--- config.mk ---
export PLATFORM = sky130hd
export DESIGN_NAME = strip_fan_triangle_expander
export DESIGN_NICKNAME = d
export VERILOG_FILES = /design/src/sfte_pkg.sv /design/src/sfte_tex_scale.sv /design/src/strip_fan_triangle_expander.sv
export SDC_FILE = /design/constraint.sdc
export NUM_CORES = 2
export LEC_CHECK = 0
export ABC_CLOCK_PERIOD_IN_PS = 92500
export BUFFER_PORTS_ARGS = -buffer_cell sky130_fd_sc_hd__buf_4
export CORE_MARGIN = 10
export CORE_UTILIZATION = 55
export CTS_BUF_LIST = sky130_fd_sc_hd__clkbuf_2
export CTS_CLUSTER_SIZE = 10
export DETAILED_ROUTE_END_ITERATION = 12
export PLACE_DENSITY = 0.8
export SYNTH_ARGS = -nofsm -noshare
export SYNTH_HDL_FRONTEND = slang
export SYNTH_HIERARCHICAL = 1
export SYNTH_SLANG_ARGS = --single-unit
--- constraint.sdc ---
create_clock -name clock -period 92.5 [get_ports clock]
set_input_delay 27.75 -clock clock [delete_from_list [all_inputs] [get_ports clock]]
set_output_delay 27.75 -clock clock [all_outputs]
set_load 0.005 [all_outputs]
--- src/sfte_pkg.sv ---
// Shared types and constants of the strip/fan triangle expander.
`default_nettype none

package sfte_pkg;

   localparam int INDEX_WIDTH = 15;
   localparam int FIELD_WIDTH = 16;
   localparam int INV_WIDTH   = 24;
   localparam int TEX_WIDTH   = 39;
   localparam int PROD_WIDTH  = FIELD_WIDTH + INV_WIDTH + 1;
   localparam int CSR_INDEX_WIDTH = 2;

   // record kinds
   localparam logic ACTION_HEADER = 1'b0;
   localparam logic ACTION_VERTEX = 1'b1;

   // configuration register indexes
   localparam logic [CSR_INDEX_WIDTH-1:0] CSR_VERTEX_COUNT   = 2'd0;
   localparam logic [CSR_INDEX_WIDTH-1:0] CSR_NORMAL_COUNT   = 2'd1;
   localparam logic [CSR_INDEX_WIDTH-1:0] CSR_INV_TEX_WIDTH  = 2'd2;
   localparam logic [CSR_INDEX_WIDTH-1:0] CSR_INV_TEX_HEIGHT = 2'd3;

   localparam logic [INV_WIDTH-1:0] INV_TEX_RESET = 24'd131072;

   // triangle corner selects
   localparam logic [1:0] CORNER_FIRST  = 2'd0;
   localparam logic [1:0] CORNER_SECOND = 2'd1;
   localparam logic [1:0] CORNER_LAST   = 2'd2;

   localparam logic [TEX_WIDTH-1:0] TEX_MAX = {1'b0, {(TEX_WIDTH-1){1'b1}}};
   localparam logic [TEX_WIDTH-1:0] TEX_MIN = {1'b1, {(TEX_WIDTH-1){1'b0}}};

   typedef struct packed {
      logic [INDEX_WIDTH-1:0] vi;
      logic [INDEX_WIDTH-1:0] ni;
      logic [FIELD_WIDTH-1:0] s;
      logic [FIELD_WIDTH-1:0] t;
   } held_vertex_type;

endpackage

`default_nettype wire

--- src/sfte_tex_scale.sv ---
// Texture coordinate scaling: signed coordinate times Q1.23 reciprocal, saturated.
`default_nettype none

module sfte_tex_scale (
   input  wire logic [sfte_pkg::FIELD_WIDTH-1:0] coord,
   input  wire logic [sfte_pkg::INV_WIDTH-1:0]   inv,
   output logic      [sfte_pkg::TEX_WIDTH-1:0]   scaled
);

   logic signed [sfte_pkg::PROD_WIDTH-1:0] coord_ext;
   logic signed [sfte_pkg::PROD_WIDTH-1:0] inv_ext;
   logic signed [sfte_pkg::PROD_WIDTH-1:0] prod;
   logic                                   in_range;

   assign coord_ext = {{(sfte_pkg::PROD_WIDTH-sfte_pkg::FIELD_WIDTH){coord[sfte_pkg::FIELD_WIDTH-1]}},
                       coord};
   assign inv_ext   = {{(sfte_pkg::PROD_WIDTH-sfte_pkg::INV_WIDTH){1'b0}}, inv};
   assign prod      = coord_ext * inv_ext;

   // top bits must all match the sign of the 39-bit result
   assign in_range = (prod[sfte_pkg::PROD_WIDTH-1:sfte_pkg::TEX_WIDTH-1] == '0) ||
                     (prod[sfte_pkg::PROD_WIDTH-1:sfte_pkg::TEX_WIDTH-1] == '1);

   always_comb begin
      if (in_range) begin
         scaled = prod[sfte_pkg::TEX_WIDTH-1:0];
      end else if (prod[sfte_pkg::PROD_WIDTH-1]) begin
         scaled = sfte_pkg::TEX_MIN;
      end else begin
         scaled = sfte_pkg::TEX_MAX;
      end
   end

endmodule

`default_nettype wire

--- src/strip_fan_triangle_expander.sv ---
// Flow: a vertex that closes a triangle loads the triangle buffer, whose corners then pass
//   in order through the single result register, which sends one corner a cycle while the
//   result side is not stalled; other records do not load the triangle buffer.
// A new record is taken in the cycle the last pending corner moves to the result register.
// Reset: synchronous, active high; clears primitive length, position, fan flag and slot
//   counter and the valid flags, and loads the register defaults (counts zero, reciprocals 131072).
`default_nettype none

module strip_fan_triangle_expander #(
   parameter int SLOT_WIDTH = 24
) (
   input  wire logic                                  clock,
   input  wire logic                                  reset,
   input  wire logic                                  csr_write_enable,
   input  wire logic [sfte_pkg::CSR_INDEX_WIDTH-1:0]  csr_index,
   input  wire logic [sfte_pkg::INV_WIDTH-1:0]        csr_data,
   input  wire logic                                  req_valid,
   output logic                                       req_stall,
   input  wire logic                                  req_action,
   input  wire logic [sfte_pkg::FIELD_WIDTH-1:0]      req_prim_count,
   input  wire logic [sfte_pkg::FIELD_WIDTH-1:0]      req_vert_index,
   input  wire logic [sfte_pkg::FIELD_WIDTH-1:0]      req_norm_index,
   input  wire logic [sfte_pkg::FIELD_WIDTH-1:0]      req_tex_s,
   input  wire logic [sfte_pkg::FIELD_WIDTH-1:0]      req_tex_t,
   output logic                                       rsp_valid,
   input  wire logic                                  rsp_stall,
   output logic      [sfte_pkg::INDEX_WIDTH-1:0]      rsp_out_vert_index,
   output logic      [sfte_pkg::INDEX_WIDTH-1:0]      rsp_out_norm_index,
   output logic      [sfte_pkg::TEX_WIDTH-1:0]        rsp_tex_u,
   output logic      [sfte_pkg::TEX_WIDTH-1:0]        rsp_tex_v,
   output logic      [SLOT_WIDTH-1:0]                 rsp_vertex_slot,
   output logic                                       rsp_tri_end
);

   localparam logic [SLOT_WIDTH-1:0] SLOT_MAX = '1;

   function automatic logic [SLOT_WIDTH-1:0] slot_step(input logic [SLOT_WIDTH-1:0] v);
      return (v == SLOT_MAX) ? v : v + SLOT_WIDTH'(1);
   endfunction

   function automatic logic [sfte_pkg::INDEX_WIDTH-1:0] clamp_index(
      input logic [sfte_pkg::FIELD_WIDTH-1:0] idx,
      input logic [sfte_pkg::FIELD_WIDTH-1:0] count
   );
      if (idx[sfte_pkg::FIELD_WIDTH-1] || (idx >= count)) begin
         return '0;
      end
      return idx[sfte_pkg::INDEX_WIDTH-1:0];
   endfunction

   // configuration
   logic [sfte_pkg::FIELD_WIDTH-1:0] vertex_count_ff;
   logic [sfte_pkg::FIELD_WIDTH-1:0] normal_count_ff;
   logic [sfte_pkg::INV_WIDTH-1:0]   inv_width_ff;
   logic [sfte_pkg::INV_WIDTH-1:0]   inv_height_ff;

   // primitive state
   sfte_pkg::held_vertex_type        held_ff [3];
   sfte_pkg::held_vertex_type        held_in [3];
   logic [sfte_pkg::FIELD_WIDTH-1:0] len_ff, len_in;
   logic [sfte_pkg::FIELD_WIDTH-1:0] pos_ff, pos_in;
   logic                             fan_ff, fan_in;
   logic [SLOT_WIDTH-1:0]            slot_ff, slot_in;

   // triangle buffer
   logic                             tri_valid_ff, tri_valid_in;
   logic [1:0]                       corner_ff, corner_in;
   sfte_pkg::held_vertex_type        tri_corner_ff [3];
   sfte_pkg::held_vertex_type        tri_corner_in [3];
   logic [SLOT_WIDTH-1:0]            tri_slot_ff [3];
   logic [SLOT_WIDTH-1:0]            tri_slot_in [3];
   logic                             tri_load;

   // result register
   logic                             rsp_valid_ff;
   logic [sfte_pkg::INDEX_WIDTH-1:0] rsp_vi_ff, rsp_ni_ff;
   logic [sfte_pkg::TEX_WIDTH-1:0]   rsp_u_ff, rsp_v_ff;
   logic [SLOT_WIDTH-1:0]            rsp_slot_ff;
   logic                             rsp_end_ff;

   logic                             accept;
   logic                             out_free;
   logic                             tri_advance;
   logic                             tri_last;
   sfte_pkg::held_vertex_type        nv;
   sfte_pkg::held_vertex_type        sel_corner;
   logic [SLOT_WIDTH-1:0]            sel_slot;
   logic [sfte_pkg::FIELD_WIDTH-1:0] pos_next;
   logic [SLOT_WIDTH-1:0]            slot1, slot2;
   logic [sfte_pkg::TEX_WIDTH-1:0]   scaled_u, scaled_v;

   assign out_free    = !rsp_valid_ff || !rsp_stall;
   assign tri_advance = tri_valid_ff && out_free;
   assign tri_last    = tri_advance && (corner_ff == sfte_pkg::CORNER_LAST);
   assign req_stall   = tri_valid_ff && !tri_last;
   assign accept      = req_valid && !req_stall;

   assign nv.vi = clamp_index(req_vert_index, vertex_count_ff);
   assign nv.ni = clamp_index(req_norm_index, normal_count_ff);
   assign nv.s  = req_tex_s;
   assign nv.t  = req_tex_t;

   assign pos_next = pos_ff + sfte_pkg::FIELD_WIDTH'(1);
   assign slot1    = slot_step(slot_ff);
   assign slot2    = slot_step(slot1);

   always_comb begin
      held_in       = held_ff;
      len_in        = len_ff;
      pos_in        = pos_ff;
      fan_in        = fan_ff;
      slot_in       = slot_ff;
      tri_load      = 1'b0;
      tri_corner_in = tri_corner_ff;
      tri_slot_in   = tri_slot_ff;
      if (accept) begin
         if (req_action == sfte_pkg::ACTION_HEADER) begin
            pos_in = '0;
            if (req_prim_count == '0) begin
               len_in  = '0;
               fan_in  = 1'b0;
               slot_in = '0;
            end else if (req_prim_count[sfte_pkg::FIELD_WIDTH-1]) begin
               len_in = -req_prim_count;
               fan_in = 1'b1;
            end else begin
               len_in = req_prim_count;
               fan_in = 1'b0;
            end
         end else if (pos_ff < len_ff) begin
            if (fan_ff && (pos_ff == '0)) begin
               held_in[0] = nv;
            end else begin
               if (!fan_ff) begin
                  held_in[0] = held_ff[1];
               end
               held_in[1] = held_ff[2];
               held_in[2] = nv;
            end
            pos_in = pos_next;
            if (pos_next >= sfte_pkg::FIELD_WIDTH'(3)) begin
               tri_load = 1'b1;
               // odd strip triangles swap the first two corners
               if (!fan_ff && !pos_next[0]) begin
                  tri_corner_in[0] = held_in[1];
                  tri_corner_in[1] = held_in[0];
               end else begin
                  tri_corner_in[0] = held_in[0];
                  tri_corner_in[1] = held_in[1];
               end
               tri_corner_in[2] = held_in[2];
               tri_slot_in[0]   = slot_ff;
               tri_slot_in[1]   = slot1;
               tri_slot_in[2]   = slot2;
               slot_in          = slot_step(slot2);
            end
         end
      end
   end

   always_comb begin
      if (tri_load) begin
         tri_valid_in = 1'b1;
         corner_in    = sfte_pkg::CORNER_FIRST;
      end else if (tri_last) begin
         tri_valid_in = 1'b0;
         corner_in    = sfte_pkg::CORNER_FIRST;
      end else if (tri_advance) begin
         tri_valid_in = 1'b1;
         corner_in    = corner_ff + 2'd1;
      end else begin
         tri_valid_in = tri_valid_ff;
         corner_in    = corner_ff;
      end
   end

   always_comb begin
      unique case (corner_ff)
         sfte_pkg::CORNER_FIRST: begin
            sel_corner = tri_corner_ff[0];
            sel_slot   = tri_slot_ff[0];
         end
         sfte_pkg::CORNER_SECOND: begin
            sel_corner = tri_corner_ff[1];
            sel_slot   = tri_slot_ff[1];
         end
         default: begin
            sel_corner = tri_corner_ff[2];
            sel_slot   = tri_slot_ff[2];
         end
      endcase
   end

   sfte_tex_scale u_scale_u (
      .coord  (sel_corner.s),
      .inv    (inv_width_ff),
      .scaled (scaled_u)
   );

   sfte_tex_scale u_scale_v (
      .coord  (sel_corner.t),
      .inv    (inv_height_ff),
      .scaled (scaled_v)
   );

   always_ff @(posedge clock) begin
      if (reset) begin
         vertex_count_ff <= '0;
         normal_count_ff <= '0;
         inv_width_ff    <= sfte_pkg::INV_TEX_RESET;
         inv_height_ff   <= sfte_pkg::INV_TEX_RESET;
      end else if (csr_write_enable) begin
         unique case (csr_index)
            sfte_pkg::CSR_VERTEX_COUNT:  vertex_count_ff <= csr_data[sfte_pkg::FIELD_WIDTH-1:0];
            sfte_pkg::CSR_NORMAL_COUNT:  normal_count_ff <= csr_data[sfte_pkg::FIELD_WIDTH-1:0];
            sfte_pkg::CSR_INV_TEX_WIDTH: inv_width_ff    <= csr_data;
            default:                     inv_height_ff   <= csr_data;
         endcase
      end
   end

   always_ff @(posedge clock) begin
      if (reset) begin
         len_ff       <= '0;
         pos_ff       <= '0;
         fan_ff       <= 1'b0;
         slot_ff      <= '0;
         tri_valid_ff <= 1'b0;
         corner_ff    <= sfte_pkg::CORNER_FIRST;
         rsp_valid_ff <= 1'b0;
      end else begin
         len_ff       <= len_in;
         pos_ff       <= pos_in;
         fan_ff       <= fan_in;
         slot_ff      <= slot_in;
         tri_valid_ff <= tri_valid_in;
         corner_ff    <= corner_in;
         if (out_free) begin
            rsp_valid_ff <= tri_valid_ff;
         end
      end
   end

   // payload: held vertices are always written before a triangle reads them
   always_ff @(posedge clock) begin
      held_ff     <= held_in;
      tri_corner_ff <= tri_corner_in;
      tri_slot_ff <= tri_slot_in;
      if (tri_advance) begin
         rsp_vi_ff   <= sel_corner.vi;
         rsp_ni_ff   <= sel_corner.ni;
         rsp_u_ff    <= scaled_u;
         rsp_v_ff    <= scaled_v;
         rsp_slot_ff <= sel_slot;
         rsp_end_ff  <= (corner_ff == sfte_pkg::CORNER_LAST);
      end
   end

   assign rsp_valid          = rsp_valid_ff;
   assign rsp_out_vert_index = rsp_vi_ff;
   assign rsp_out_norm_index = rsp_ni_ff;
   assign rsp_tex_u          = rsp_u_ff;
   assign rsp_tex_v          = rsp_v_ff;
   assign rsp_vertex_slot    = rsp_slot_ff;
   assign rsp_tri_end        = rsp_end_ff;

   a_corner_range: assert property (@(posedge clock) disable iff (reset)
      corner_ff != 2'd3)
      else $error("corner select out of range");

   a_pos_within_len: assert property (@(posedge clock) disable iff (reset)
      pos_ff <= len_ff)
      else $error("primitive position beyond its length");

   a_tri_held: assert property (@(posedge clock) disable iff (reset)
      tri_valid_ff && !tri_advance |=> tri_valid_ff && $stable(corner_ff))
      else $error("pending triangle lost while result stalled");

   a_tri_end_last: assert property (@(posedge clock) disable iff (reset)
      tri_advance |=> rsp_valid && (rsp_tri_end == ($past(corner_ff) == sfte_pkg::CORNER_LAST)))
      else $error("triangle end flag does not match corner");

   a_no_load_busy: assert property (@(posedge clock) disable iff (reset)
      tri_load |-> !tri_valid_ff || tri_last)
      else $error("triangle buffer overwritten");

endmodule

`default_nettype wire

==> flow_metrics.py <==
metrics = {
    "run_status": {
        "status": "finished clean",
    },
    "yosys": {
        "avgSynthCellArea_sq_um": 9.649,
        "yosys-top-cells-count": "nand2_1, inv_1, fa_1",
        "synth_ff_type": "edfxtp_1",
        "async_reset_ff_share_pct": 0,
        "synth.net_count": 7215,
        "syn-cell-area_sq_um": 59420,
        "synth_seq_area_share_pct": 33.91,
        "netlist_instances": 6158,
        "synth_edf_count": 577,
        "ys_warn_count": 6,
        "synth_top_area_share_pct": 29.16,
        "ys_ff_latch": 718,
        "synth.area.top_cells": "edfxtp_1, fa_1, nand2_1, ha_1, inv_1",
        "yosysMostFrequentCell": "nand2_1",
        "synthDistinctLibCells": 118,
        "yosysTopAreaCell": "edfxtp_1",
    },
    "sta": {
        "worstMarginPinSlew_ns": 1.312,
        "fin_tns_setup_ns": 0,
        "maxSlewHeadroom_pct": 12.33,
        "fin_ws_ns": 36.37,
        "max_freq_mhz": 17.82,
        "rsz0062_at_grt": "no",
        "setup_viol": 0,
        "finalCritPeriodShare_pct": 60.68,
        "clock_skew_ns": 0.1512,
        "drv_slew": 0,
        "finalHoldViolations": 0,
        "fin_crit_ns": 56.13,
    },
    "global_route": {
        "grtUsageTotal_pct": 25.56,
        "antenna_found_initial": 32,
        "grt_pass1_wl_mm": 247.8,
        "grt_max_degree": 245,
        "grt_pass1_vias": 46466,
        "grt_overflow": 0,
    },
    "clocking": {
        "clock_latency_ns": 1.45,
        "h-tree-depth": 4,
        "cts_resized": 0,
        "clock-sinks": 718,
        "cts_hold_buf": 0,
        "cts_tree": "yes",
        "cts_inserted_buffers": 185,
        "root_buffer": "clkbuf_2",
        "path_clk_slew_ns": 0.09,
        "clock_path_buffers": 3,
        "cts_setup_buffers": 0,
    },
    "worst_setup_path": {
        "path_cells": "buf_4 -> nand2_1 -> a21boi_0 -> buf_4",
        "r2r_start": "corner_ff[0]",
        "critPathTopFamily": "compound AO/OA/AOI/OAI gates",
        "path_buf_inv": 2,
        "cp_max_fo": 3,
        "worst-path-stages": 4,
        "start_kind": "input pin",
        "crit_arrival_ns": 28.38,
        "timing.rr.end": "rsp_tex_v[0]",
        "crit_start": "rsp_stall",
        "r2r_cells": 30,
        "reg2reg_slack_ns": 82.12,
        "slowest_stage": "a21boi_0",
        "worstSetupEndpointType": "output port",
        "crit_type": "in2out",
        "crit_path_end": "req_stall",
        "critPathMaxStageDelay_ns": 0.30,
        "crit_top_cell": "buf_4",
        "crit_required_ns": 64.75,
    },
    "cells_and_area": {
        "n_fill_cell": 8944,
        "final_nets": 7377,
        "area_delta_synth_final_pct": 7.326,
        "drive_gt1_share_pct": 11.80,
    },
    "floorplan": {
        "io_pins": 247,
        "dieArea_sq_um": 121600,
        "coreArea_sq_um": 107200,
        "placementRows": 120,
        "initial_core_util_pct": 55.42,
        "die_h_um": 348.7,
        "die_x_um": 348.7,
    },
    "routing": {
        "wl_per_cell_um": 20.05,
        "ant_nets": 0,
        "vias_per_cell": 5.765,
        "first_pass_iters": 8,
        "drc": 0,
        "finalWirelength_mm": 157.7,
        "num_vias": 45353,
        "first_iter_violations": 3908,
    },
    "power_and_ir_drop": {
        "p_leak_nw": 28.72,
        "power_density_nw_per_um2": 13.48,
        "peakVddDrop_mv": 0.01004,
    },
    "placed_design": {
        "pre_cts_ws_ns": 36.39,
        "gp_congestion": 0.9341,
        "hpwl_mm": 110.6,
        "io_buffers": 246,
    },
    "run": {
        "maxCapViolCount": 0,
    },
    "hold_path": {
        "hold_path_class": "reg2reg",
    },
}
-- sequential cells by signal, indices dropped and copies added (netlist names), 2 cells and up --
register / cells
pos_ff: 16
vertex_count_ff: 16
rsp_tex_u: 39
inv_height_ff: 24
slot_ff: 24
inv_width_ff: 24
rsp_tex_v: 39
normal_count_ff: 16
tri_corner_ff: 186
corner_ff: 2
held_ff: 186
len_ff: 16
rsp_out_vert_index: 15
rsp_out_norm_index: 15
rsp_vertex_slot: 24
tri_slot_ff: 72
-- final cells by class --
type,instances,area (sq um),area share (%)
Clock buffer,257,1286,2.017
Multi-Input combinational cell,4220,34560,54.19
Tap cell,1403,1755,2.753
Timing Repair Buffer,291,2197,3.445
Sequential cell,718,20150,31.60
Inverter,904,3406,5.341
Clock inverter,68,399.1,0.6259
Antenna cell,6,15.01,0.02355
-- layer usage --
layer	vias up	GRT usage (%)	wire length, um
li1	20576	-	-
met3	501	7.346	15670
met1	22143	31.98	61910
met2	2081	41.13	74120
met5	-	0	303
met4	52	11.16	5708
-- stage by stage --
| step | power [W] | instances | utilization [%] | hold WS [ns] | instance area (sq um) |
|---|---|---|---|---|---|
| 2_1_floorplan | 0.0005697 | 6158 | - | 0.4309 | 59420 |
| 3_3_place_gp | 0.0006358 | 7536 | 57.90 | 0.4422 | 62070 |
| 3_5_place_dp | 0.0006409 | 7536 | 57.90 | 0.4464 | 62070 |
| 4_1_cts | 0.0008637 | 7861 | 59.47 | 0.4579 | 63750 |
| 5_1_grt | 0.0009143 | 7864 | 59.48 | 0.4776 | 63760 |
| 6_report | 0.0008596 | 7867 | 59.48 | 0.4576 | 63770 |
-- placed cells by master, fill, tap and decap left out, types with 33 or more instances in the layout --
master    count
nand2_1    1283
inv_1       902
fa_1        612
edfxtp_1    577
ha_1        331
and2_1      299
a21oi_1     290
buf_4       290
clkbuf_2    257
nor2_1      205
o21ai_0     159
dfxtp_1     140
a21o_1      136
a22oi_1      89
xnor2_1      69
mux2_2       62
nand3_1      52
clkinv_1     46
nor3_1       39
nand4_1      36
xor2_1       35
mux2i_1      35
o22ai_1      34
nand2b_1     33
-- worst reg2reg max path: cells and delay by family (launching register included) --
| family | cells | cell delay [ns] |
|---|---|---|
| adder cells (fa/ha/maj) | 8 | 3.85 |
| AND/OR/NAND/NOR | 7 | 2.61 |
| buffers and inverters | 9 | 1.77 |
| AO/OA/AOI/OAI | 5 | 1.19 |
| flip-flops | 1 | 0.44 |
| XOR/XNOR | 1 | 0.21 |
-- report_power, final --
part	internal (W)	switching, W
Sequential	0.000363	0.00000809
Clock	0.0000855	0.000135
Combinational	0.000103	0.000165
-- cells by family (layout without fill, tap and decap cells) --
kind of cell    after synthesis  after routing  synth area share [%]
simple gates               2131           2131                 16.54
other cells                   0              6                     0
mux                          97             97                 1.765
fa+ha+maj                   945            945                 27.63
flops                       718            718                 33.91
buf+inv                    1220           1520                 8.055
xor+xnor                    110            110                 1.716
compound gates              937            937                 10.38
-- worst min path at each step --
stage                       start                  to  cells past startpoint
2_1_floorplan          slot_ff[8]     tri_slot_ff[56]                      0
3_3_place_gp           len_ff[13]          len_ff[13]                      2
3_5_place_dp           len_ff[13]          len_ff[13]                      2
4_1_cts                len_ff[13]          len_ff[13]                      2
5_1_grt        normal_count_ff[9]  normal_count_ff[9]                      2
6_report               len_ff[13]          len_ff[13]                      2
(Power assumes the default switching activity.)
